$ cat config.mk
export PLATFORM = sky130hd
export DESIGN_NAME = par_front_flat
export DESIGN_NICKNAME = d
export VERILOG_FILES = /design/src/sv/par_pkg.sv /design/src/sv/par_req_if.sv /design/src/sv/par_front.sv /design/src/flat_wrapper.sv
export SDC_FILE = /design/constraint.sdc
export NUM_CORES = 1
export LEC_CHECK = 0
export BUFFER_PORTS_ARGS = -buffer_cell sky130_fd_sc_hd__buf_4
export CAP_MARGIN = 20
export CORE_MARGIN = 2
export CORE_UTILIZATION = 48
export DETAILED_ROUTE_END_ITERATION = 10
export PLACE_DENSITY = 0.76
export SLEW_MARGIN = 20
export SYNTH_ARGS = -nofsm -noshare
export SYNTH_HDL_FRONTEND = slang
export SYNTH_SLANG_ARGS = --single-unit
$ cat constraint.sdc
create_clock -name vclk -period 5.5
set_input_delay 0.275 -clock vclk [all_inputs]
set_output_delay 0.275 -clock vclk [all_outputs]
set_load 0.005 [all_outputs]
$ cat src/sv/par_pkg.sv
// Shared types and constants for the pixel accumulate/resolve block.
// Depends on nothing; every other file but par_ram imports it.
`default_nettype none

package par_pkg;

    // Default sizing of the accumulation buffer
    localparam int MAX_WIDTH_DEF  = 256;
    localparam int MAX_HEIGHT_DEF = 256;
    localparam int SUM_BITS_DEF   = 32;

    // Field widths
    localparam int OP_W       = 2;
    localparam int COORD_W    = 8;
    localparam int PASS_W     = 16;
    localparam int SAMPLE_W   = 16;
    localparam int COLOR_W    = 8;

    // Configuration port and register widths
    localparam int CFG_IDX_W  = 2;
    localparam int CFG_DATA_W = 16;
    localparam int SPP_W      = 16;
    localparam int IMG_W_W    = 9;
    localparam int THR_W      = 12;

    // Derived arithmetic widths
    localparam int FRAC_BITS  = 12;                  // Q.12 samples and sums
    localparam int DIV_W      = PASS_W + 1;          // divisor up to 65536
    localparam int TD_W       = THR_W + DIV_W;       // threshold * divisor
    localparam int IDX_W      = COORD_W + IMG_W_W;   // row * width + col
    localparam int ADDR_MAX_W = 24;                  // up to 4096 x 4096 pixels
    localparam int QUOT_W     = COLOR_W;             // quotient bits of the resolve

    // Color limits
    localparam logic [COLOR_W-1:0] COLOR_MAX = 8'hff;
    localparam logic [COLOR_W-1:0] COLOR_MIN = 8'h00;

    // Register reset values
    localparam logic [SPP_W-1:0]   SPP_RST    = 16'd1;
    localparam logic               INCR_RST   = 1'b0;
    localparam logic [IMG_W_W-1:0] WIDTH_RST  = 9'd256;
    localparam logic [THR_W-1:0]   THRESH_RST = 12'd1;

    // Operation codes; code 3 has no meaning
    typedef enum logic [OP_W-1:0] {
        OP_ACCUM = 2'd0,
        OP_FINAL = 2'd1,
        OP_PASS  = 2'd2
    } op_t;

    // Configuration register indexes
    typedef enum logic [CFG_IDX_W-1:0] {
        CFG_SPP    = 2'd0,
        CFG_INCR   = 2'd1,
        CFG_WIDTH  = 2'd2,
        CFG_THRESH = 2'd3
    } cfg_idx_t;

    // Back end sequencer states
    typedef enum logic [2:0] {
        BK_IDLE   = 3'd0,
        BK_UPDATE = 3'd1,
        BK_LOAD   = 3'd2,
        BK_DIVIDE = 3'd3,
        BK_FINISH = 3'd4
    } back_state_t;

    // Classified command handed from the front end to the back end
    typedef struct packed {
        logic                    is_read;
        logic                    out_of_range;
        logic                    overwrite;
        logic [ADDR_MAX_W-1:0]   addr;
        logic [DIV_W-1:0]        divisor;
        logic [TD_W-1:0]         thresh_div;
        logic [SAMPLE_W-1:0]     red;
        logic [SAMPLE_W-1:0]     green;
        logic [SAMPLE_W-1:0]     blue;
    } par_cmd_t;

endpackage

`default_nettype wire

$ cat src/sv/par_req_if.sv
// Request channel: valid/ready handshake carrying one input beat.
// Depends on par_pkg.
`default_nettype none

interface par_req_if;
    import par_pkg::*;

    logic                valid;
    logic                ready;
    logic [OP_W-1:0]     op;
    logic [COORD_W-1:0]  col;
    logic [COORD_W-1:0]  row;
    logic [PASS_W-1:0]   pass_index;
    logic [SAMPLE_W-1:0] red_in;
    logic [SAMPLE_W-1:0] green_in;
    logic [SAMPLE_W-1:0] blue_in;

    modport source
    (
        output valid, op, col, row, pass_index, red_in, green_in, blue_in,
        input  ready
    );

    modport sink
    (
        input  valid, op, col, row, pass_index, red_in, green_in, blue_in,
        output ready
    );
endinterface

`default_nettype wire

$ cat src/sv/par_front.sv
// Front end: accepts request beats, forms the pixel index and divisor,
// drops items that do nothing and pushes the rest into the command queue.
// Depends on par_pkg and par_req_if.
`default_nettype none

module par_front
#(
    parameter int DEPTH = par_pkg::MAX_WIDTH_DEF * par_pkg::MAX_HEIGHT_DEF
)
(
    par_req_if.sink                      req,
    input  logic [par_pkg::SPP_W-1:0]    spp,
    input  logic                         incr,
    input  logic [par_pkg::IMG_W_W-1:0]  width_used,
    input  logic [par_pkg::THR_W-1:0]    thresh,
    input  logic                         q_full,
    output logic                         push,
    output par_pkg::par_cmd_t            push_cmd
);
    import par_pkg::*;

    localparam logic [ADDR_MAX_W:0] DEPTH_C = (ADDR_MAX_W + 1)'(DEPTH);

    logic [IDX_W-1:0]      row_base;
    logic [IDX_W-1:0]      idx;
    logic [ADDR_MAX_W:0]   idx_ext;
    logic                  in_range;
    logic [DIV_W-1:0]      divisor;
    logic                  keep;
    logic                  is_read;

    // Form the linear pixel index and check it against the buffer size
    assign row_base = IDX_W'(req.row) * IDX_W'(width_used);
    assign idx      = row_base + IDX_W'(req.col);
    assign idx_ext  = (ADDR_MAX_W + 1)'(idx);
    assign in_range = idx_ext < DEPTH_C;

    // Classify the operation: keep what produces a write or a result
    always_comb
    begin
        keep    = 1'b0;
        is_read = 1'b0;
        divisor = (spp == '0) ? DIV_W'(1) : DIV_W'(spp);
        unique case (op_t'(req.op))
            OP_ACCUM:
            begin
                keep = in_range;
            end
            OP_FINAL:
            begin
                keep    = 1'b1;
                is_read = 1'b1;
            end
            OP_PASS:
            begin
                keep    = incr;
                is_read = 1'b1;
                divisor = DIV_W'(req.pass_index) + DIV_W'(1);
            end
            default:
            begin
                keep = 1'b0;
            end
        endcase
    end

    // Build the queue entry
    always_comb
    begin
        push_cmd.is_read      = is_read;
        push_cmd.out_of_range = !in_range;
        push_cmd.overwrite    = (req.pass_index == '0);
        push_cmd.addr         = idx_ext[ADDR_MAX_W-1:0];
        push_cmd.divisor      = divisor;
        push_cmd.thresh_div   = TD_W'(thresh) * TD_W'(divisor);
        push_cmd.red          = req.red_in;
        push_cmd.green        = req.green_in;
        push_cmd.blue         = req.blue_in;
    end

    // Accept whenever the queue has room; dropped beats are simply consumed
    assign req.ready = !q_full;
    assign push      = req.valid && !q_full && keep;
endmodule

`default_nettype wire

$ cat src/flat_wrapper.sv
// flat-port wrapper written by rule: the top's interface ports become plain ports
module par_front_flat import par_pkg::*;
#(
    parameter int DEPTH = par_pkg::MAX_WIDTH_DEF * par_pkg::MAX_HEIGHT_DEF
)
  (spp, incr, width_used, thresh, q_full, push, push_cmd, req_valid, req_op, req_col, req_row, req_pass_index, req_red_in, req_green_in, req_blue_in, req_ready);
  par_req_if req_i ();
  input  logic [par_pkg::SPP_W-1:0] spp;
  input  logic incr;
  input  logic [par_pkg::IMG_W_W-1:0] width_used;
  input  logic [par_pkg::THR_W-1:0] thresh;
  input  logic q_full;
  output logic push;
  output par_pkg::par_cmd_t push_cmd;
  input wire logic [$bits(req_i.valid)-1:0] req_valid;
  input wire logic [$bits(req_i.op)-1:0] req_op;
  input wire logic [$bits(req_i.col)-1:0] req_col;
  input wire logic [$bits(req_i.row)-1:0] req_row;
  input wire logic [$bits(req_i.pass_index)-1:0] req_pass_index;
  input wire logic [$bits(req_i.red_in)-1:0] req_red_in;
  input wire logic [$bits(req_i.green_in)-1:0] req_green_in;
  input wire logic [$bits(req_i.blue_in)-1:0] req_blue_in;
  output wire logic [$bits(req_i.ready)-1:0] req_ready;
  assign req_i.valid = req_valid;
  assign req_i.op = req_op;
  assign req_i.col = req_col;
  assign req_i.row = req_row;
  assign req_i.pass_index = req_pass_index;
  assign req_i.red_in = req_red_in;
  assign req_i.green_in = req_green_in;
  assign req_i.blue_in = req_blue_in;
  assign req_ready = req_i.ready;
  par_front #(.DEPTH(DEPTH)) u_core (.req(req_i), .spp(spp), .incr(incr), .width_used(width_used), .thresh(thresh), .q_full(q_full), .push(push), .push_cmd(push_cmd));
endmodule
==> impl_metrics.tcl, run 1 <==
set metrics [dict create \
    status "finished, violations left" \
    violations "negative setup slack" \
    hold_ws_ns 0.550 \
    first_pass_iters 6 \
    finalMaxSlewViolations 0 \
    wl_per_cell_um 15.0 \
    use_met3_pct 1.72 \
    overflow 0 \
    grt_max_degree 18 \
    viasPerCell 5.10 \
    synth_seq_area_share_pct 0 \
    drc 0 \
    grt_pass1_vias 9216 \
    synth_cells 1232 \
    final_util_pct 63.5 \
    core_region_area_um2 20400 \
    fmaxAchievable_mhz 162 \
    fill_cells 1626 \
    hold_path.class "in2out" \
    grt_first_pass_wirelength_mm 42.9 \
    crit_path_start_kind "input port" \
    hold_viol 0 \
    ys_warn_count 0 \
    cp_max_fo 6 \
    numPlacedInstances 1684 \
    ant_nets 0 \
    final_layout_size_suffix_gt1_share_pct 29.8 \
    clkbuf_count 0 \
    critical_path_required_ns 5.22 \
    layout_commonest_cell "buf_4" \
    fin_crit_sh_pct 112 \
    cap_violations 0 \
    antenna_found_initial 0 \
    synth_area_per_cell_um2 8.14 \
    rsz0062_at_grt "true" \
    track_usage_pct 23.5 \
    final_cell_count_no_fill 1726 \
    cpPeakStageDelay_ns 0.54 \
    syn_to_final_growth_pct 29.0 \
    num_antenna_cells 0 \
    hp-start "req_green_in[0]" \
    end_kind "primary output" \
    fin_nets 1891 \
    ios 245 \
    crit_arrival_ns 5.89 \
    regArea_um2 0 \
    timing.slew.headroom_pct 67.7 \
    die_h_um 149 \
    critPathTopFamily "adder cells" \
    design.seq.count 0 \
    grtUsageMet1_pct 30.9 \
    min_path_cells 0 \
    layout_common_cells "buf_4 (303), inv_1 (256), fa_1 (195)" \
    synth_area_um2 10000 \
    busiest_layer "met2" \
    first_iter_violations 445 \
    fin_setup_tns_ns -7.84 \
    hold_path_end "push_cmd[16]" \
    fp.dieArea_um2 22100 \
    slowest_stage "or4_4" \
    crit_buf_inv 11 \
    gp_congestion 0.880 \
    path_class "in2out" \
    die_x_um 149 \
    ys_types 60 \
    initial_utilization_pct 49.2 \
    cp.depth 26 \
    setup_viol 18 \
    cp_common_cell "buf_4" \
    io_buffers 142 \
    dp_hpwl_mm 20.6 \
    fin_crit_ns 6.16 \
    rows 52 \
    setup_slack_ns -0.662 \
    routed_wl_mm 25.8 \
    grt_use_met2_pct 42.5 \
    route.vias.total 8800 \
    worst-slew-pin-transition_ns 0.472 \
]
routing by layer:
layer	up-vias	routed length (µm)
met4	0	598
met2	279	13500
li1	4087	-
met5	-	0
met1	4369	10600
met3	65	1160
logic make-up (layout without fill, tap and decap cells):
| logic type | after synthesis | count (layout) | share of synthesized area, % |
|---|---|---|---|
| simple gates | 389 | 389 | 18.5 |
| fa+ha+maj | 311 | 311 | 53.8 |
| buf+inv | 378 | 595 | 16.5 |
| other cells | 1 | 7 | 0.0374 |
| xor+xnor | 47 | 47 | 4.11 |
| mux | 2 | 2 | 0.212 |
| compound gates | 104 | 105 | 6.86 |
Yosys cell counts (7+ instances only):
cell / instances / area, µm²
buf_2: 9 / 45.0
xor2_1: 18 / 158
nor2_1: 42 / 158
nor3_1: 7 / 35.0
nand3_1: 13 / 65.1
a21o_1: 9 / 67.6
xnor2_1: 29 / 254
and2_1: 110 / 688
ha_1: 111 / 1390
nand2_1: 187 / 702
fa_1: 200 / 4000
inv_1: 272 / 1020
buf_4: 59 / 443
a21oi_1: 38 / 190
clkbuf_1: 32 / 120
o21ai_0: 17 / 85.1
through the flow:
step / setup slack (ns) / instance area (µm²)
2_1_floorplan: -0.188 / 10200
3_3_place_gp: -0.625 / 12000
3_5_place_dp: -0.689 / 12000
4_1_cts: -0.576 / 12500
5_1_grt: -0.849 / 12900
6_report: -0.662 / 12900
cell type report:
class                      count  area, µm²  share of cell area, %
multi-input combinational    861       9030                   69.9
timing repair buffer         323       2530                   19.6
tap                          270        338                   2.61
inverter                     272       1020                   7.92
repair_timing:
action	4_1_cts	5_1_grt
pin swaps	51	28
resized for setup	56	69
setup buffers	17	22
cloned	1	2
hold buffers	0	0
endpoints found under the setup margin	20	20
how the worst max path moves through the flow:
| stage | from | to | slack (ns) |
|---|---|---|---|
| 6_report | spp[13] | push_cmd[66] | -0.66 |
| 5_1_grt | spp[13] | push_cmd[76] | -0.85 |
| 4_1_cts | spp[13] | push_cmd[76] | -0.58 |
| 3_5_place_dp | req_pass_index[2] | push_cmd[75] | -0.69 |
| 3_3_place_gp | req_pass_index[3] | push_cmd[75] | -0.62 |
| 2_1_floorplan | spp[13] | push_cmd[76] | -0.19 |
Power of run 1 is not shown: default switching activity piles up to over one toggle a cycle in this logic, so the estimate is an artifact.
==> run 2: changes to the inputs <==
- PLACE_DENSITY: 0.76 -> 0.8
==> run 2 against run 1 <==
Net effect: the flow still finishes with violations (negative setup slack); critical path depth is the same; non-clock buffer count grew 4; first-iteration DRC count shrank 13%; via count grew 0.97%; worst setup slack is essentially flat; routed wire length grew 3.8%; global-route usage grew 0.16 points; core utilization grew 0.092 points; final cell count grew 0.17%; flip-flop and latch count is the same; design area grew 0.15%; critical endpoint is now push_cmd[76].
==> impl_metrics.tcl, run 2 (synthesized netlist as in run 1, its figures left out) <==
set metrics [dict create \
    viasPerCell 5.14 \
    num_antenna_cells 0 \
    initial_utilization_pct 49.2 \
    end_kind "primary output" \
    routed_wl_mm 26.8 \
    first_iter_violations 386 \
    final_layout_size_suffix_gt1_share_pct 30.2 \
    fin_crit_ns 6.16 \
    first_pass_iters 5 \
    cpPeakStageDelay_ns 0.53 \
    finalMaxSlewViolations 0 \
    setup_slack_ns -0.662 \
    crit_arrival_ns 5.89 \
    final_util_pct 63.6 \
    cap_violations 0 \
    wl_per_cell_um 15.5 \
    status "finished, violations left" \
    die_h_um 149 \
    cp-startpoint "req_pass_index[1]" \
    grt_first_pass_wirelength_mm 43.3 \
    grt_max_degree 25 \
    fin_crit_sh_pct 112 \
    crit_path_start_kind "input port" \
    hold_viol 0 \
    rows 52 \
    route.vias.total 8885 \
    io_buffers 142 \
    cp_common_cell "fa_1" \
    drc 0 \
    critical_path_required_ns 5.22 \
    gp_congestion 0.917 \
    hp-start "req_green_in[0]" \
    dp_hpwl_mm 20.9 \
    path_class "in2out" \
    layout_commonest_cell "buf_4" \
    rsz0062_at_grt "true" \
    place_ws_ns -0.775 \
    final_area_um2 12900 \
    layout_common_cells "buf_4 (304), inv_1 (258), fa_1 (193)" \
    slowest_stage "fa_1" \
    design.seq.count 0 \
    violations "negative setup slack" \
    track_usage_pct 23.6 \
    grt_pass1_vias 9487 \
    core_region_area_um2 20400 \
    clkbuf_count 0 \
    fp.dieArea_um2 22100 \
    antenna_found_initial 0 \
    cp_max_fo 6 \
    hold_ws_ns 0.550 \
    fmaxAchievable_mhz 162 \
    setup_viol 17 \
    regArea_um2 0 \
    fin_nets 1894 \
    ios 245 \
    dpl_cell_area_um2 12000 \
    die_x_um 149 \
    hold_path.class "in2out" \
    syn_to_final_growth_pct 29.2 \
    overflow 0 \
    ant_nets 0 \
]
run 2: changes by cell type in the layout (fill, tap and decap cells not counted), moves of 3 or more:
cell     previous run  this run
ha_1               92        95
ha_4               17        14
inv_2              15        12
nand2_1           176       181
nand2_2            11         6
nor2_2              4         7
run 2: routing by layer:
metal | vias to the layer above | track usage, % | wire length (µm)
met5 | - | 0 | 0
met4 | 0 | 5.90 | 703
met3 | 69 | 2.02 | 1220
met2 | 267 | 44.4 | 14400
met1 | 4458 | 29.2 | 10400
li1 | 4091 | - | -
run 2: final timing paths:
| kind | endpoint | cells past startpoint |
|---|---|---|
| worst max-delay path | push_cmd[76] | 26 |
| worst min-delay path | push_cmd[16] | 0 |
run 2: worst max-delay path: cells and delay by family:
kind,cells,cell delay (ns)
AO/OA/AOI/OAI,7,1.36
AND/OR/NAND/NOR,4,0.65
XOR/XNOR,1,0.22
buffers and inverters,8,0.61
adder cells (fa/ha/maj),6,2.75
run 2: timing repair:
action	in CTS	in global routing
pin swaps	44	68
gates resized for setup	57	78
setup endpoints to repair	20	20
setup buffers	24	23
gates cloned	0	2
hold buffers	0	0
run 2: area by class of cell:
type	count	area, µm²
multi-input combinational	860	9010
fill	1576	7420
timing repair buffer	327	2570
inverter	272	1030
tap	270	338
run 2: stage by stage:
stage	cells	TNS, ns
after CTS	1707	-6.23
final	1729	-7.91
after floorplan	1238	-0.300
after detailed placement	1683	-9.31
after global routing	1729	-11.74
after global placement	1683	-6.84
Power of run 2 is left out for the same reason.
==> run 3: changes to the inputs <==
- CORE_MARGIN: 2 -> unset
==> run 3 against run 2 <==
Net effect: the flow still finishes with violations (negative setup slack); flip-flop and latch count stayed put; critical path depth is 2 lower; final cell count is 1.5% lower; hold slack stayed put; non-clock buffer count is 26 lower; sequential share of layout area stayed put; core utilization is 2.1 points lower; worst setup slack worse by 0.049 ns; global-route usage is 0.17 points higher.
==> impl_metrics.tcl, run 3 (synthesized netlist as in run 1, its figures left out) <==
set metrics [dict create \
    status "finished, violations left" \
    violations "negative setup slack" \
    cp_common_cell "fa_1" \
    dp_hpwl_mm 20.9 \
    switching_share_pct 46.0 \
    io_buffers 142 \
    route.vias.total 8628 \
    cap_violations 0 \
    crit_arrival_ns 5.94 \
    fin_setup_tns_ns -8.36 \
    final_layout_size_suffix_gt1_share_pct 26.5 \
    cpPeakStageDelay_ns 0.54 \
    finalMaxSlewViolations 0 \
    ant_nets 0 \
    wl_per_cell_um 14.6 \
    fill_cells 1681 \
    fin_nets 1868 \
    fp.dieArea_um2 21500 \
    finalPower_mw 10.4 \
    cp-startpoint "spp[13]" \
    p_comb_share_pct 100.0 \
    hold_path.class "in2out" \
    drc 0 \
    antenna_found_initial 0 \
    powerDensity_nw_per_um2 829 \
    core_region_area_um2 20400 \
    rows 52 \
    regArea_um2 0 \
    fin_crit_ns 6.21 \
    power.switching_mw 4.77 \
    setup_viol 18 \
    first_pass_iters 4 \
    grt_first_pass_wirelength_mm 42.2 \
    hold_buffers 0 \
    worst-slew-pin-transition_ns 0.496 \
    fin_crit_sh_pct 113 \
    viasPerCell 5.07 \
    timing.slew.headroom_pct 66.7 \
    hp-start "req_blue_in[11]" \
    critical_path_required_ns 5.22 \
    final_cell_count_no_fill 1703 \
    max-vdd-ir-drop_uv 1010 \
    seqPwrFrac_pct 0 \
    numPlacedInstances 1679 \
    leakage_nw 6.67 \
    clkbuf_count 0 \
    die_x_um 147 \
    ios 245 \
    path_cells "buf_6 -> or4_4 -> nor4_4 -> a311oi_2 -> a21oi_1 -> buf_4 -> nand2_2 -> fa_1 -> fa_1 -> inv_1 -> fa_1 -> fa_1 -> inv_2 -> fa_1 -> inv_2 -> ha_4 -> o21a_1 -> o211ai_1 -> a311o_1 -> nand2_2 -> a31oi_4 -> a2111o_1 -> o211ai_2 -> buf_4" \
    layout_common_cells "buf_4 (288), inv_1 (265), fa_1 (196)" \
    overflow 0 \
    track_usage_pct 23.8 \
    setup_slack_ns -0.711 \
    routed_wl_mm 24.9 \
    grt_max_degree 18 \
    hold_viol 0 \
    path_class "in2out" \
    syn_to_final_growth_pct 24.9 \
    fmaxAchievable_mhz 161 \
    design.seq.count 0 \
    pwr-share-clk_pct 0 \
    hold_ws_ns 0.550 \
    p_int_mw 5.61 \
    end_kind "primary output" \
    initial_utilization_pct 49.2 \
    rsz0062_at_grt "true" \
    num_antenna_cells 0 \
    layout_commonest_cell "buf_4" \
    first_iter_violations 397 \
    grt_pass1_vias 9459 \
    gp_congestion 0.871 \
    slowest_stage "or4_4" \
    crit_path_start_kind "input port" \
    die_h_um 147 \
    final_util_pct 61.5 \
    cp_max_fo 6 \
]
==> run 3: path summary, 6_finish.rpt <==
kind,to,slack [ns],cells after the start
min,push_cmd[11],0.55,0
max,push_cmd[76],-0.71,24
==> run 3: worst max-delay path: cells and delay by family <==
family	cells	cell delay [ns]
AND/OR/NAND/NOR	4	0.92
AO/OA/AOI/OAI	8	1.52
buffers and inverters	6	0.51
adder cells (fa/ha/maj)	6	2.68
==> run 3: power groups by stage <==
stage	registers, mW	logic (mW)	clock network, mW
after global routing	0	11.5	0
after detailed placement	0	9.34	0
after floorplan	0	5.20	0
final	0	10.4	0
after CTS	0	10.2	0
after global placement	0	9.12	0
==> run 3: layer usage <==
metal / routed length (µm) / share of wire [%] / GRT usage [%] / up-vias
met1: 10000 / 40 / 28.5 / 4287
li1: - / - / - / 4046
met5: 0 / 0 / 0 / -
met4: 676 / 2.7 / 6.61 / 0
met2: 13200 / 53 / 45.2 / 233
met3: 941 / 3.8 / 2.03 / 62
==> run 3: final cells by class <==
| type | instances | area [µm²] | share of cell area, % |
|---|---|---|---|
| Timing Repair Buffer | 301 | 2320 | 18.6 |
| Multi-Input combinational cell | 860 | 8830 | 70.6 |
| Inverter | 272 | 1020 | 8.18 |
| Tap cell | 270 | 338 | 2.70 |
==> run 3: timing repair <==
action / 4_1_cts / 5_1_grt
hold endpoints to repair: 0 / 0
gates resized for setup: 63 / 14
setup buffers: 23 / 2
pin swaps: 59 / 12
cloned: 0 / 0
setup endpoints to repair: 20 / 20
==> run 3: stage by stage <==
stage | area, µm² | setup slack, ns
global placement | 12000 | -0.654
CTS | 12400 | -0.634
global route | 12500 | -0.974
detailed placement | 12000 | -0.739
floorplan | 10200 | -0.188
finish | 12500 | -0.711
Power figures use the tool's default switching activity.
