`src/sv/par_pkg.sv`:
```
// Shared types and constants for the pixel accumulate/resolve block.
// Depends on nothing; every other file but par_ram imports it.
`default_nettype none

package par_pkg;

    // Default sizing of the accumulation buffer
    localparam int MAX_WIDTH_DEF  = 256;
    localparam int MAX_HEIGHT_DEF = 256;
    localparam int SUM_BITS_DEF   = 32;

    // Field widths
    localparam int OP_W       = 2;
    localparam int COORD_W    = 8;
    localparam int PASS_W     = 16;
    localparam int SAMPLE_W   = 16;
    localparam int COLOR_W    = 8;

    // Configuration port and register widths
    localparam int CFG_IDX_W  = 2;
    localparam int CFG_DATA_W = 16;
    localparam int SPP_W      = 16;
    localparam int IMG_W_W    = 9;
    localparam int THR_W      = 12;

    // Derived arithmetic widths
    localparam int FRAC_BITS  = 12;                  // Q.12 samples and sums
    localparam int DIV_W      = PASS_W + 1;          // divisor up to 65536
    localparam int TD_W       = THR_W + DIV_W;       // threshold * divisor
    localparam int IDX_W      = COORD_W + IMG_W_W;   // row * width + col
    localparam int ADDR_MAX_W = 24;                  // up to 4096 x 4096 pixels
    localparam int QUOT_W     = COLOR_W;             // quotient bits of the resolve

    // Color limits
    localparam logic [COLOR_W-1:0] COLOR_MAX = 8'hff;
    localparam logic [COLOR_W-1:0] COLOR_MIN = 8'h00;

    // Register reset values
    localparam logic [SPP_W-1:0]   SPP_RST    = 16'd1;
    localparam logic               INCR_RST   = 1'b0;
    localparam logic [IMG_W_W-1:0] WIDTH_RST  = 9'd256;
    localparam logic [THR_W-1:0]   THRESH_RST = 12'd1;

    // Operation codes; code 3 has no meaning
    typedef enum logic [OP_W-1:0] {
        OP_ACCUM = 2'd0,
        OP_FINAL = 2'd1,
        OP_PASS  = 2'd2
    } op_t;

    // Configuration register indexes
    typedef enum logic [CFG_IDX_W-1:0] {
        CFG_SPP    = 2'd0,
        CFG_INCR   = 2'd1,
        CFG_WIDTH  = 2'd2,
        CFG_THRESH = 2'd3
    } cfg_idx_t;

    // Back end sequencer states
    typedef enum logic [2:0] {
        BK_IDLE   = 3'd0,
        BK_UPDATE = 3'd1,
        BK_LOAD   = 3'd2,
        BK_DIVIDE = 3'd3,
        BK_FINISH = 3'd4
    } back_state_t;

    // Classified command handed from the front end to the back end
    typedef struct packed {
        logic                    is_read;
        logic                    out_of_range;
        logic                    overwrite;
        logic [ADDR_MAX_W-1:0]   addr;
        logic [DIV_W-1:0]        divisor;
        logic [TD_W-1:0]         thresh_div;
        logic [SAMPLE_W-1:0]     red;
        logic [SAMPLE_W-1:0]     green;
        logic [SAMPLE_W-1:0]     blue;
    } par_cmd_t;

endpackage

`default_nettype wire

```
`src/sv/par_cmd_queue.sv`:
```
// Two-entry command queue between the front end and the back end.
// Depends on par_pkg.
`default_nettype none

module par_cmd_queue
(
    input  logic              clk,
    input  logic              rst_n,
    input  logic              push,
    input  par_pkg::par_cmd_t push_cmd,
    output logic              full,
    input  logic              pop,
    output logic              head_valid,
    output par_pkg::par_cmd_t head_cmd
);
    import par_pkg::*;

    localparam int ENTRIES = 2;

    par_cmd_t   entries_reg [ENTRIES];
    logic       wr_ptr_reg;
    logic       wr_ptr_next;
    logic       rd_ptr_reg;
    logic       rd_ptr_next;
    logic [1:0] count_reg;
    logic [1:0] count_next;

    assign full       = (count_reg == 2'(ENTRIES));
    assign head_valid = (count_reg != '0);
    assign head_cmd   = entries_reg[rd_ptr_reg];

    // Advance pointers and occupancy
    always_comb
    begin
        wr_ptr_next = push ? !wr_ptr_reg : wr_ptr_reg;
        rd_ptr_next = pop ? !rd_ptr_reg : rd_ptr_reg;
        count_next  = count_reg + 2'(push) - 2'(pop);
    end

    always_ff @(posedge clk or negedge rst_n)
    begin
        if (!rst_n)
        begin
            wr_ptr_reg <= 1'b0;
            rd_ptr_reg <= 1'b0;
            count_reg  <= '0;
        end
        else
        begin
            wr_ptr_reg <= wr_ptr_next;
            rd_ptr_reg <= rd_ptr_next;
            count_reg  <= count_next;
        end
    end

    // Store the pushed entry
    always_ff @(posedge clk)
    begin
        if (push)
        begin
            entries_reg[wr_ptr_reg] <= push_cmd;
        end
    end
endmodule

`default_nettype wire

```
`config.mk`:
```
export PLATFORM = sky130hd
export DESIGN_NAME = par_cmd_queue
export DESIGN_NICKNAME = d
export VERILOG_FILES = /design/src/sv/par_pkg.sv /design/src/sv/par_cmd_queue.sv
export SDC_FILE = /design/constraint.sdc
export NUM_CORES = 1
export LEC_CHECK = 0
export BUFFER_PORTS_ARGS = -buffer_cell sky130_fd_sc_hd__buf_2
export CORE_MARGIN = 1
export CORE_UTILIZATION = 56
export CTS_CLUSTER_SIZE = 14
export DETAILED_ROUTE_END_ITERATION = 12
export PLACE_DENSITY = 0.84
export SETUP_SLACK_MARGIN = 0.1
export SKIP_LAST_GASP = 1
export SYNTH_ARGS = -nofsm -noshare
export SYNTH_HDL_FRONTEND = slang
export SYNTH_SLANG_ARGS = --single-unit
```
`constraint.sdc`:
```
create_clock -name clk -period 12.9 [get_ports clk]
set_input_delay 1.935 -clock clk [delete_from_list [all_inputs] [get_ports clk]]
set_output_delay 1.935 -clock clk [all_outputs]
set_load 0.01 [all_outputs]
```
==> metrics.log, run 1 <==
INFO  metric outcome = finished clean
INFO  metric synth.lib_cells_used.distinct = 14
INFO  metric netSwitchingFraction = 27.6%
INFO  metric layout_cells_sized_above_1 = 60.3%
INFO  metric yosysWarnings = 0
INFO  metric top_cell_type_s_share_of_synthesized_area = 78.4%
INFO  metric cts_buffers = 24
INFO  metric grt_setup_unrepaired = no
INFO  metric syn_avg_cell_area = 23.6 sq um
INFO  metric floorplan.initialDensity = 57.9%
INFO  metric p_leak = 4.56 nW
INFO  metric clk_transition_reported_paths = 0.06 ns
INFO  metric comb_power_share = 28.8%
INFO  metric ctsResizeCount = 0
INFO  metric final_cell_area = 0.0114 sq mm
INFO  metric synth-seq-cells = 246
INFO  metric finalClockSkew = 0.0142 ns
INFO  metric htree_levels = 1
INFO  metric critical_path.endpoint_type = output pin
INFO  metric criticalPathCategory = reg -> out
INFO  metric io_buffer_count = 247
INFO  metric seqCellArea = 0.00737 sq mm
INFO  metric power-per-cell-area = 222 mW/mm^2
INFO  metric postCtsSetupRepairBufs = 0
INFO  metric finalCriticalPeriod = 5.11 ns
INFO  metric post_syn_area = 0.00927 sq mm
INFO  metric crit_path_start_kind = flop
INFO  metric n_fill_cell = 1006
INFO  metric synth.largest_area_cell = sky130_fd_sc_hd__edfxtp_1
INFO  metric crit_required = 10.97 ns
INFO  metric wl = 16600 um
INFO  metric largest_register_ffs = 242
INFO  metric max-cap-violations = 0
INFO  metric netlist_instances = 392
INFO  metric timing.max_slew.rel_slack = 22.8%
INFO  metric cp_max_fo = 73
INFO  metric place_inst = 845
INFO  metric slew_violations = 0
INFO  metric detailedPlacementHpwl = 11100 um
INFO  metric hold_path.class = reg -> reg
INFO  metric p_int = 0.00184 W
INFO  metric path_buf_inv = 2
INFO  metric finalHoldViolCount = 0
INFO  metric floorplan.rows = 46
INFO  metric mappedNetlistNets = 519
INFO  metric report.final.setup_viol = 0
INFO  metric die_h = 131 um
INFO  metric max_stage_delay = 1.04 ns
INFO  metric routed-via-count = 4604
INFO  metric clock_network_fraction_of_design_power = 26.0%
INFO  metric p_seq_share = 45.2%
INFO  metric clock_insertion_delay_worst_skew = 0.50 ns
INFO  metric area_delta_synth_final = 23.3%
INFO  metric holdBufCountCts = 0
INFO  metric worst-endpoint-arrival = 3.17 ns
INFO  metric fmaxAchievable = 0.196 GHz
INFO  metric final.period_utilization = 39.6%
INFO  metric power.net_switching = 0.000698 W
INFO  metric placeableCoreArea = 0.0160 sq mm
INFO  metric vias_per_cell = 5.18
INFO  metric finalNetCount = 782
INFO  metric drt_drc_violations_left = 0
INFO  metric synth_top_cells_by_area = sky130_fd_sc_hd__edfxtp_1, sky130_fd_sc_hd__mux2_4, sky130_fd_sc_hd__mux2_2
INFO  metric antenna_found_initial = 0
INFO  metric worst_path_dominant_cell_family = buffers and inverters
INFO  metric vdd_ir_drop_max = 0.153 mV
INFO  metric final-instance-count-excl-fill = 888
INFO  metric fp.dieW = 131 um
INFO  metric first_global_vias = 4776
INFO  metric multi_input_area = 0.00176 sq mm
INFO  metric track_usage = 18.7%
INFO  metric wire_length_of_the_first_global_routing_pass = 23800 um
INFO  metric critPathSlowestCell = sky130_fd_sc_hd__dfrtp_4
INFO  metric worst_margin_slew = 1.16 ns
INFO  metric drt_iter0_drc = 252
INFO  metric cts_buffer_depth = 3
INFO  metric antenna_cells = 0
INFO  metric floorplan.die_area = 0.0171 sq mm
INFO  metric dpl_cell_area = 0.0107 sq mm
INFO  metric holdWs = 0.546 ns
INFO  metric numClockSinks = 246
INFO  metric cts_tree = built
INFO  metric detailedRoute.firstPassIterationCount = 4
INFO  metric io-pin-count = 248
INFO  metric path_cells = buf_4, mux2_2, buf_2
INFO  metric grt-ovfl-total = 0
INFO  metric cts_root_buf = sky130_fd_sc_hd__clkbuf_16
INFO  metric pin_count_of_the_biggest_net_entering_global_routing = 74
INFO  metric setup_tns = 0 ns
INFO  metric route.antenna.remaining_nets = 0
INFO  metric synth-seq-area-share = 79.5%
INFO  metric routed_wire_length_per_instance = 18.7 um
INFO  metric gp_routability_congestion = 0.696
-- cell usage after synthesis, drive strengths merged --
library cell / n
dfrtp: 4
or2: 1
xor3: 1
nor2b: 2
edfxtp: 242
xor2: 2
mux2: 121
and2: 1
inv: 2
ha: 2
buf: 14
-- per-stage QoR --
step	util (%)	setup slack [ns]	power, W
6_report	71.4	7.79	0.00253
3_3_place_gp	66.7	8.34	0.00187
4_1_cts	71.4	7.73	0.00256
3_5_place_dp	66.7	8.28	0.00190
2_1_floorplan	-	5.10	0.00168
5_1_grt	71.4	7.65	0.00264
-- per-layer routing --
layer	vias up	routed length [um]	track usage, %	share of wire (%)
met4	0	262	5.95	1.6
met5	-	0	0	0
met3	20	1370	5.05	8.3
met2	198	8860	35.5	53
met1	2304	6150	20.0	37
li1	2082	-	-	-
-- kinds of logic (layout without fill, tap and decap cells) --
family / Yosys count / count (layout) / synth area share [%]
xor gates and xnor gates: 3 / 3 / 0.446
buffers and inverters: 16 / 296 / 1.55
and+or+nand+nor: 4 / 4 / 0.270
muxes: 121 / 121 / 17.9
DFF: 246 / 246 / 79.5
adders and majority gates: 2 / 2 / 0.270
-- power by group through the flow --
stage                     Sequential [W]  Combinational, W  Clock (W)
after floorplan                  0.00113          0.000548          0
after global placement           0.00115          0.000720          0
after detailed placement         0.00116          0.000737          0
after CTS                        0.00115          0.000742   0.000672
after global routing             0.00116          0.000783   0.000701
final                            0.00114          0.000729   0.000660
-- path summary, 6_finish.rpt --
check / start / to / slack (ns) / cells past startpoint
worst max-delay path: rd_ptr_reg / head_cmd[29] / 7.79 / 3
worst min-delay path: wr_ptr_reg / wr_ptr_reg / 0.55 / 1
worst max register to register: rd_ptr_reg / rd_ptr_reg / 10.43 / 2
worst min register to register: wr_ptr_reg / wr_ptr_reg / 0.55 / 1
max in group asynchronous: rst_n / rd_ptr_reg / 11.48 / 1
min in group asynchronous: rst_n / count_reg[0] / 1.26 / 1
-- cells in the final DEF (no fill, tap or decap), types with 2 or more instances in the layout --
| master | Yosys | final |
|---|---|---|
| sky130_fd_sc_hd__buf_2 | 4 | 247 |
| sky130_fd_sc_hd__edfxtp_1 | 242 | 242 |
| sky130_fd_sc_hd__mux2_4 | 80 | 80 |
| sky130_fd_sc_hd__mux2_2 | 41 | 41 |
| sky130_fd_sc_hd__clkbuf_16 | 0 | 25 |
| sky130_fd_sc_hd__clkinv_1 | 0 | 9 |
| sky130_fd_sc_hd__clkbuf_1 | 0 | 5 |
| sky130_fd_sc_hd__buf_4 | 0 | 4 |
| sky130_fd_sc_hd__dfrtp_1 | 4 | 3 |
| sky130_fd_sc_hd__inv_1 | 2 | 2 |
| sky130_fd_sc_hd__xor2_1 | 2 | 2 |
| sky130_fd_sc_hd__ha_1 | 2 | 2 |
| sky130_fd_sc_hd__bufinv_16 | 0 | 2 |
| sky130_fd_sc_hd__clkinv_2 | 0 | 2 |
-- worst register-to-register path, delay by kind of cell (launching register included) --
family | cells | cell delay [ns]
XOR/XNOR | 1 | 0.24
buffers and inverters | 1 | 1.01
flip-flops | 1 | 1.04
-- cell type report --
type,count,share of cell area (%)
Multi-Input combinational cell,130,15.4
Sequential cell,246,64.5
Clock inverter,13,0.909
Timing Repair Buffer,251,11.1
Inverter,2,0.0657
Tap cell,216,2.37
Clock buffer,30,5.64
No activity file was read; power rests on OpenSTA's default activity.
==> run 2: changes to the inputs <==
--- a/config.mk
+++ b/config.mk
@@ -7,10 +7,10 @@
 export LEC_CHECK = 0
 export BUFFER_PORTS_ARGS = -buffer_cell sky130_fd_sc_hd__buf_2
 export CORE_MARGIN = 1
-export CORE_UTILIZATION = 56
+export CORE_UTILIZATION = 47
 export CTS_CLUSTER_SIZE = 14
 export DETAILED_ROUTE_END_ITERATION = 12
-export PLACE_DENSITY = 0.84
+export PLACE_DENSITY = 0.75
 export SETUP_SLACK_MARGIN = 0.1
 export SKIP_LAST_GASP = 1
 export SYNTH_ARGS = -nofsm -noshare
==> constraint.sdc (replaced) <==
create_clock -name clk -period 4.4 [get_ports clk]
set_input_delay 0.66 -clock clk [delete_from_list [all_inputs] [get_ports clk]]
set_output_delay 0.66 -clock clk [all_outputs]
set_load 0.01 [all_outputs]
==> run 2 against run 1 <==
  * Wire length decreased by 0.75%
  * Core utilization decreased by 10 points
  * Power increased to 3.0 times the previous value
  * Flip-flop and latch count unchanged
  * Sequential share of layout area decreased by 1.4 points
  * Clock-buffer cell count decreased by 2
  * Combinational power increased to 3.0 times the previous value
  * Global-route usage decreased by 3.0 points
  * Highest routed layer unchanged
  * Cell area increased by 2.1%
  * Final cell count increased by 6.0%
  * Setup slack got worse by 6.5 ns
  * Non-clock buffer count increased by 2
==> metrics.log, run 2 (synthesis gave the netlist of run 1 again) <==
INFO  metric first_global_vias = 4690 (was 4776)
INFO  metric layout_commonest_cell = sky130_fd_sc_hd__buf_2 (unchanged)
INFO  metric track_usage = 15.7% (was 18.7%)
INFO  metric place_inst = 890 (was 845)
INFO  metric area_delta_synth_final = 26.0% (was 23.3%)
INFO  metric drt_drc_violations_left = 0 (unchanged)
INFO  metric antenna_found_initial = 3 (was 0)
INFO  metric report.final.setup_viol = 0 (unchanged)
INFO  metric pin_count_of_the_biggest_net_entering_global_routing = 66 (was 74)
INFO  metric largest_register_ffs = 242 (unchanged)
INFO  metric routed_wire_length_per_instance = 17.6 um (was 18.7 um)
INFO  metric worst-endpoint-arrival = 2.46 ns (was 3.17 ns)
INFO  metric layout_cells_sized_above_1 = 61.4% (was 60.3%)
INFO  metric outcome = finished clean (unchanged)
INFO  metric gp_routability_congestion = 0.699 (was 0.696)
INFO  metric finalCriticalPeriod = 3.12 ns
INFO  metric placeableCoreArea = 0.0190 sq mm (was 0.0160 sq mm)
INFO  metric cts_root_buf = sky130_fd_sc_hd__clkbuf_16 (unchanged)
INFO  metric hold_path.class = in -> reg (was reg -> reg)
INFO  metric route.antenna.remaining_nets = 0 (unchanged)
INFO  metric detailedRoute.firstPassIterationCount = 4 (unchanged)
INFO  metric crit_required = 3.74 ns (was 10.97 ns)
INFO  metric cts_buffers = 26 (was 24)
INFO  metric worst_margin_slew = 0.817 ns (was 1.16 ns)
INFO  metric numClockSinks = 246 (unchanged)
INFO  metric clk_transition_reported_paths = 0.06 ns (about the same)
INFO  metric cts_buffer_depth = 3 (unchanged)
INFO  metric timing.max_slew.rel_slack = 45.5% (was 22.8%)
INFO  metric slew_violations = 0 (unchanged)
INFO  metric grt_setup_unrepaired = no (unchanged)
INFO  metric cts_tree = built (unchanged)
INFO  metric max_stage_delay = 0.81 ns (was 1.04 ns)
INFO  metric wire_length_of_the_first_global_routing_pass = 24200 um (was 23800 um)
INFO  metric critPathSlowestCell = sky130_fd_sc_hd__dfrtp_4 (unchanged)
INFO  metric vdd_ir_drop_max = 0.405 mV (was 0.153 mV)
INFO  metric path_cells = buf_4, mux2_2, buf_2 (unchanged)
INFO  metric cp_max_fo = 39 (was 73)
INFO  metric ctsResizeCount = 0 (unchanged)
INFO  metric htree_levels = 1 (unchanged)
INFO  metric io_buffer_count = 247 (unchanged)
INFO  metric fp.dieW = 142 um (was 131 um)
INFO  metric power-per-cell-area = 657 mW/mm^2 (was 222 mW/mm^2)
INFO  metric drt_iter0_drc = 191 (was 252)
INFO  metric max-cap-violations = 0 (unchanged)
INFO  metric grt-ovfl-total = 0 (unchanged)
INFO  metric crit_path_start_kind = flop (unchanged)
INFO  metric finalNetCount = 786 (was 782)
INFO  metric vias_per_cell = 4.84 (was 5.18)
INFO  metric finalCoreUtilization = 61.4% (was 71.4%)
INFO  metric finalClockSkew = 0.00885 ns (was 0.0142 ns)
INFO  metric wl = 16500 um (was 16600 um)
INFO  metric postCtsSetupRepairBufs = 0 (unchanged)
INFO  metric critical_path.endpoint_type = output pin (unchanged)
INFO  metric most-common-layout-cells = sky130_fd_sc_hd__buf_2, sky130_fd_sc_hd__edfxtp_1, sky130_fd_sc_hd__mux2_4, sky130_fd_sc_hd__mux2_2, sky130_fd_sc_hd__clkbuf_16 (unchanged)
INFO  metric final-instance-count-excl-fill = 941 (was 888)
INFO  metric p_leak = 4.64 nW (was 4.56 nW)
INFO  metric floorplan.initialDensity = 48.7% (was 57.9%)
INFO  metric setup_tns = 0 ns (unchanged)
INFO  metric criticalPathCategory = reg -> out (unchanged)
INFO  metric power.total = 0.00767 W (was 0.00253 W)
INFO  metric finalHoldViolCount = 0 (unchanged)
INFO  metric io-pin-count = 248 (unchanged)
INFO  metric routed-via-count = 4554 (was 4604)
INFO  metric fmaxAchievable = 0.320 GHz
INFO  metric floorplan.rows = 50 (was 46)
INFO  metric floorplan.die_area = 0.0203 sq mm (was 0.0171 sq mm)
INFO  metric die_h = 142 um (was 131 um)
INFO  metric clock_insertion_delay_worst_skew = 0.51 ns (was 0.50 ns)
INFO  metric detailedPlacementHpwl = 10900 um (was 11100 um)
INFO  metric final.period_utilization = 71.0%
[run 2: path summary, 6_finish.rpt]
check,cells after the start,slack (ns),startpoint,to
max reg2reg,2,2.40,wr_ptr_reg,entries_reg[0][26]
max,3,1.28,rd_ptr_reg,head_cmd[3]
min reg2reg,1,0.55,wr_ptr_reg,wr_ptr_reg
max in group asynchronous,2,3.77,rst_n,rd_ptr_reg
min in group asynchronous,2,0.49,rst_n,count_reg[0]
min,1,0.33,push_cmd[97],entries_reg[0][97]
[run 2: metrics by stage]
step | worst slack, ns | hold WS, ns | instance area [sq um]
after floorplan | 0.147 | 0.364 | 9270
after global placement | 1.83 | 0.465 | 10800
after detailed placement | 1.76 | 0.467 | 10800
after CTS | 1.22 | 0.307 | 11700
after global routing | 1.15 | 0.308 | 11700
final | 1.28 | 0.333 | 11700
[run 2: critical path, delay by kind of cell, from the launching register on]
family	cells	cell delay, ns
multiplexers	1	0.40
buffers and inverters	2	0.70
flip-flops	1	0.81
[run 2: per-layer routing]
| metal | vias to the layer above | track usage (%) | wire length, um |
|---|---|---|---|
| met3 | 30 | 5.18 | 1400 |
| met2 | 194 | 27.6 | 8280 |
| li1 | 2099 | - | - |
| met1 | 2231 | 18.1 | 6460 |
| met4 | 0 | 4.70 | 381 |
| met5 | - | 0 | 0 |
[run 2: power by group]
group          total, W  internal [W]  switching [W]
logic           0.00219       0.00112        0.00106
registers       0.00330       0.00311       0.000192
clock network   0.00218       0.00135       0.000837
total           0.00767       0.00558        0.00209
[run 2: what timing repair did]
action                                  4_1_cts  5_1_grt
hold buffers                                  1        0
hold endpoints to repair                      4        0
endpoints found under the setup margin        0        0
[run 2: layout make-up]
| class | instances | area [sq um] |
|---|---|---|
| antenna | 2 | 5.00 |
| clock buffer | 28 | 679 |
| clock inverter | 20 | 199 |
| fill | 1402 | 7350 |
| inverter | 2 | 7.51 |
| multi-input combinational | 130 | 1760 |
| sequential | 246 | 7370 |
| tap | 260 | 325 |
| timing repair buffer | 253 | 1320 |
==> run 3: changes to the inputs <==
--- a/config.mk
+++ b/config.mk
@@ -5,12 +5,13 @@
 export SDC_FILE = /design/constraint.sdc
 export NUM_CORES = 1
 export LEC_CHECK = 0
+export ABC_AREA = 1
 export BUFFER_PORTS_ARGS = -buffer_cell sky130_fd_sc_hd__buf_2
 export CORE_MARGIN = 1
-export CORE_UTILIZATION = 47
+export CORE_UTILIZATION = 53
 export CTS_CLUSTER_SIZE = 14
 export DETAILED_ROUTE_END_ITERATION = 12
-export PLACE_DENSITY = 0.75
+export PLACE_DENSITY = 0.8
 export SETUP_SLACK_MARGIN = 0.1
 export SKIP_LAST_GASP = 1
 export SYNTH_ARGS = -nofsm -noshare
==> constraint.sdc (replaced) <==
create_clock -name clk -period 3.13 [get_ports clk]
set_input_delay 0.4695 -clock clk [delete_from_list [all_inputs] [get_ports clk]]
set_output_delay 0.4695 -clock clk [all_outputs]
set_load 0.01 [all_outputs]
==> run 3 against run 2 <==
  * Sequential share of layout area increased by 0.20 points
  * Synthesized area is 1.8% higher
  * Global-route usage grew 2.7 points
  * Highest routed layer is now met5
==> metrics.log, run 3 <==
INFO  metric combinational_family_with_the_most_area_after_synthesis = compound AO/OA/AOI/OAI gates (was multiplexers)
INFO  metric synth_most_common_cell = sky130_fd_sc_hd__edfxtp_1 (unchanged)
INFO  metric detailedRoute.firstPassIterationCount = 5 (was 4)
INFO  metric synth-seq-cells = 246 (unchanged)
INFO  metric wire_length_of_the_first_global_routing_pass = 25800 um (was 24200 um)
INFO  metric worst-endpoint-arrival = 2.06 ns (was 2.46 ns)
INFO  metric fp.dieW = 135 um (was 142 um)
INFO  metric placeableCoreArea = 0.0174 sq mm (was 0.0190 sq mm)
INFO  metric grt-ovfl-total = 0 (unchanged)
INFO  metric critPathSlowestCell = sky130_fd_sc_hd__dfrtp_4 (unchanged)
INFO  metric synth-seq-area-share = 78.1% (was 79.5%)
INFO  metric post_syn_area = 0.00943 sq mm (was 0.00927 sq mm)
INFO  metric post_synth_and_or_nand_nor_area_fraction = 5.23% (was 0.270%)
INFO  metric worst_margin_slew = 0.654 ns (was 0.817 ns)
INFO  metric timing.critical_path.from = rd_ptr_reg (unchanged)
INFO  metric final_cell_area = 0.0116 sq mm (was 0.0117 sq mm)
INFO  metric r2r_slack = 1.56 ns (was 2.40 ns)
INFO  metric post_synth_edffs = 242 (unchanged)
INFO  metric path_cells = buf_12, nand2_1, o21ai_2, buf_2 (was buf_4, mux2_2, buf_2)
INFO  metric max_stage_delay = 0.75 ns (was 0.81 ns)
INFO  metric cp_max_fo = 78 (was 39)
INFO  metric hold_path.class = in -> reg (unchanged)
INFO  metric mappedNetlistNets = 784 (was 519)
INFO  metric floorplan.initialDensity = 54.3% (was 48.7%)
INFO  metric power-per-cell-area = 914 mW/mm^2 (was 657 mW/mm^2)
INFO  metric cts_root_buf = sky130_fd_sc_hd__clkbuf_16 (unchanged)
INFO  metric yosys.area_share.xor_xnor = 0.186% (was 0.446%)
INFO  metric fmaxAchievable = 0.396 GHz
INFO  metric area_delta_synth_final = 23.4% (was 26.0%)
INFO  metric htree_levels = 1 (unchanged)
INFO  metric pin_count_of_the_biggest_net_entering_global_routing = 79 (was 66)
INFO  metric wl = 17200 um (was 16500 um)
INFO  metric routed-via-count = 5612 (was 4554)
INFO  metric clock_network_fraction_of_design_power = 27.1% (was 28.4%)
INFO  metric ys_async_sr_fraction = 1.63% (unchanged)
INFO  metric holdPathStages = 1 (unchanged)
INFO  metric final.period_utilization = 80.8%
INFO  metric routed_wire_length_per_instance = 14.8 um (was 17.6 um)
INFO  metric drt_iter0_drc = 368 (was 191)
INFO  metric syn_avg_cell_area = 14.3 sq um (was 23.6 sq um)
INFO  metric post_synth_most_frequent_cells = sky130_fd_sc_hd__edfxtp_1, sky130_fd_sc_hd__inv_1, sky130_fd_sc_hd__nand2_1, sky130_fd_sc_hd__o21ai_2, sky130_fd_sc_hd__o21ai_0 (was sky130_fd_sc_hd__edfxtp_1, sky130_fd_sc_hd__mux2_4, sky130_fd_sc_hd__mux2_2, sky130_fd_sc_hd__buf_6)
INFO  metric layout_cells_sized_above_1 = 37.1% (was 61.4%)
INFO  metric numClockSinks = 246 (unchanged)
INFO  metric io_buffer_count = 247 (unchanged)
INFO  metric cts_buffers = 25 (was 26)
INFO  metric timing.max_slew.rel_slack = 56.4% (was 45.5%)
INFO  metric crit-reg2reg-capture = entries_reg[1][6] (was entries_reg[0][26])
INFO  metric cts_buffer_depth = 3 (unchanged)
INFO  metric finalClockSkew = 0.00605 ns (was 0.00885 ns)
INFO  metric adder_cell_share_of_the_synthesized_area = 0.265% (was 0.270%)
INFO  metric ys.flop_type = sky130_fd_sc_hd__edfxtp_1 (unchanged)
INFO  metric top_cell_type_s_share_of_synthesized_area = 77.1% (was 78.4%)
INFO  metric max-cap-violations = 0 (unchanged)
INFO  metric ctsResizeCount = 0 (unchanged)
INFO  metric crit_required = 2.66 ns (was 3.74 ns)
INFO  metric critical_path.endpoint_type = output pin (unchanged)
INFO  metric floorplan.rows = 48 (was 50)
INFO  metric postCtsSetupRepairBufs = 0 (unchanged)
INFO  metric io-pin-count = 248 (unchanged)
INFO  metric netSwitchingFraction = 32.2% (was 27.3%)
INFO  metric p_leak = 4.99 nW (was 4.64 nW)
INFO  metric clk_transition_reported_paths = 0.06 ns (about the same)
INFO  metric floorplan.die_area = 0.0183 sq mm (was 0.0203 sq mm)
INFO  metric netlist_instances = 657 (was 392)
INFO  metric critical_path.endpoint = head_cmd[84] (was head_cmd[3])
INFO  metric detailedPlacementHpwl = 11400 um (was 10900 um)
INFO  metric crit_path_start_kind = flop (unchanged)
INFO  metric vias_per_cell = 4.84 (about the same)
INFO  metric setup_tns = 0 ns (unchanged)
INFO  metric layout_commonest_cell = sky130_fd_sc_hd__buf_2 (unchanged)
INFO  metric finalCriticalPeriod = 2.53 ns
INFO  metric route.antenna.remaining_nets = 0 (unchanged)
INFO  metric p_seq_share = 43.4% (was 43.1%)
INFO  metric mux_contribution_to_synthesized_area = 0% (was 17.9%)
INFO  metric most-common-layout-cells = sky130_fd_sc_hd__buf_2, sky130_fd_sc_hd__edfxtp_1, sky130_fd_sc_hd__nand2_1, sky130_fd_sc_hd__inv_1, sky130_fd_sc_hd__o21ai_2 (was sky130_fd_sc_hd__buf_2, sky130_fd_sc_hd__edfxtp_1, sky130_fd_sc_hd__mux2_4, sky130_fd_sc_hd__mux2_2, sky130_fd_sc_hd__clkbuf_16)
INFO  metric slew_violations = 0 (unchanged)
INFO  metric holdWs = 0.139 ns (was 0.333 ns)
INFO  metric criticalPathCategory = reg -> out (unchanged)
INFO  metric holdBufCountCts = 1 (unchanged)
INFO  metric antenna_found_initial = 5 (was 3)
INFO  metric die_h = 135 um (was 142 um)
INFO  metric drt_drc_violations_left = 0 (unchanged)
INFO  metric power.net_switching = 0.00342 W (was 0.00209 W)
INFO  metric first_global_vias = 5450 (was 4690)
INFO  metric dpl_worst_slack = 1.12 ns (was 1.76 ns)
INFO  metric report.final.setup_viol = 0 (unchanged)
INFO  metric layout_setup_ws = 0.602 ns (was 1.28 ns)
INFO  metric gp_routability_congestion = 0.756 (was 0.699)
INFO  metric finalNetCount = 1040 (was 786)
INFO  metric r2r_start = wr_ptr_reg (unchanged)
INFO  metric synth.largest_area_cell = sky130_fd_sc_hd__edfxtp_1 (unchanged)
INFO  metric dpl_cell_area = 0.0108 sq mm (about the same)
INFO  metric clock_insertion_delay_worst_skew = 0.51 ns (about the same)
INFO  metric yosysWarnings = 0 (unchanged)
INFO  metric vdd_ir_drop_max = 0.761 mV (was 0.405 mV)
INFO  metric worst_r2r_path_depth = 3 (was 2)
INFO  metric synth.lib_cells_used.distinct = 18 (was 14)
INFO  metric outcome = finished clean (unchanged)
INFO  metric finalHoldViolCount = 0 (unchanged)
INFO  metric synth_top_cells_by_area = sky130_fd_sc_hd__edfxtp_1, sky130_fd_sc_hd__inv_1, sky130_fd_sc_hd__nand2_1 (was sky130_fd_sc_hd__edfxtp_1, sky130_fd_sc_hd__mux2_4, sky130_fd_sc_hd__mux2_2)
INFO  metric grt_setup_unrepaired = no (unchanged)
INFO  metric largest_register_ffs = 242 (unchanged)
INFO  metric cts_tree = built (unchanged)
INFO  metric comb_power_share = 29.5% (was 28.5%)
INFO  metric synth_compound_gate_area_share = 8.41% (was 0%)
INFO  metric p_int = 0.00721 W (was 0.00558 W)
INFO  metric track_usage = 18.4% (was 15.7%)
-- run 3: changes by cell type after synthesis, moves of 2 or more --
cell                       previous run  this run
sky130_fd_sc_hd__buf_2                4         1
sky130_fd_sc_hd__o21ai_2              0        50
sky130_fd_sc_hd__nor2_1               0         2
sky130_fd_sc_hd__mux2_4              80         0
sky130_fd_sc_hd__buf_4                0         4
sky130_fd_sc_hd__nor2b_1              2         0
sky130_fd_sc_hd__mux2_2              41         0
sky130_fd_sc_hd__clkbuf_1             0         5
sky130_fd_sc_hd__nand2_1              0       128
sky130_fd_sc_hd__o21ai_1              0        22
sky130_fd_sc_hd__o21ai_0              0        49
sky130_fd_sc_hd__inv_1                2       128
sky130_fd_sc_hd__buf_6                9        14
-- run 3: cells by family after synthesis --
logic type,count (synthesis)
xor+xnor,2
compound gates,121
fa+ha+maj,2
buf+inv,155
simple gates,131
flops,246
-- run 3: layout make-up --
class	count	area, sq um
flip-flops and latches	246	7370
fillers	1252	5720
repair buffers	256	1360
multi-input cells	256	1340
clock buffers	30	644
inverters	128	484
well taps	225	282
clock inverters	16	155
diodes	3	7.51
-- run 3: layer usage --
| layer | GRT usage, % | wire, um | part of all wire, % |
|---|---|---|---|
| met1 | 20.9 | 6550 | 38 |
| met2 | 32.5 | 8850 | 51 |
| met3 | 5.50 | 1450 | 8.4 |
| met4 | 7.12 | 359 | 2.1 |
| met5 | 0 | 20 | 0.12 |
-- run 3: worst min-delay path by stage --
stage	startpoint	to	slack (ns)
after floorplan	rst_n	count_reg[0]	0.17
after global placement	rst_n	wr_ptr_reg	0.28
after detailed placement	rst_n	count_reg[0]	0.28
after CTS	push_cmd[19]	entries_reg[0][19]	0.12
after global routing	push_cmd[64]	entries_reg[0][64]	0.12
final	push_cmd[42]	entries_reg[0][42]	0.14
-- run 3: power by group through the flow --
stage | combinational, W | clock (W) | sequential, W
detailed placement | 0.00318 | 0 | 0.00469
CTS | 0.00320 | 0.00295 | 0.00462
finish | 0.00314 | 0.00288 | 0.00461
global route | 0.00348 | 0.00305 | 0.00467
global placement | 0.00312 | 0 | 0.00465
floorplan | 0.00220 | 0 | 0.00458
-- run 3: worst max-delay path: cells and delay by family, from the launching register on --
family,cells,cell delay [ns]
simple gates,1,0.11
buf+inv,2,0.52
flops,1,0.75
compound gates,1,0.09
-- run 3: metrics by stage --
step,power [W],util (%),cells
after floorplan,0.00679,-,657
after global placement,0.00777,62.3,1110
after detailed placement,0.00787,62.3,1110
after CTS,0.0108,67.0,1157
after global routing,0.0112,67.0,1160
final,0.0106,67.0,1160
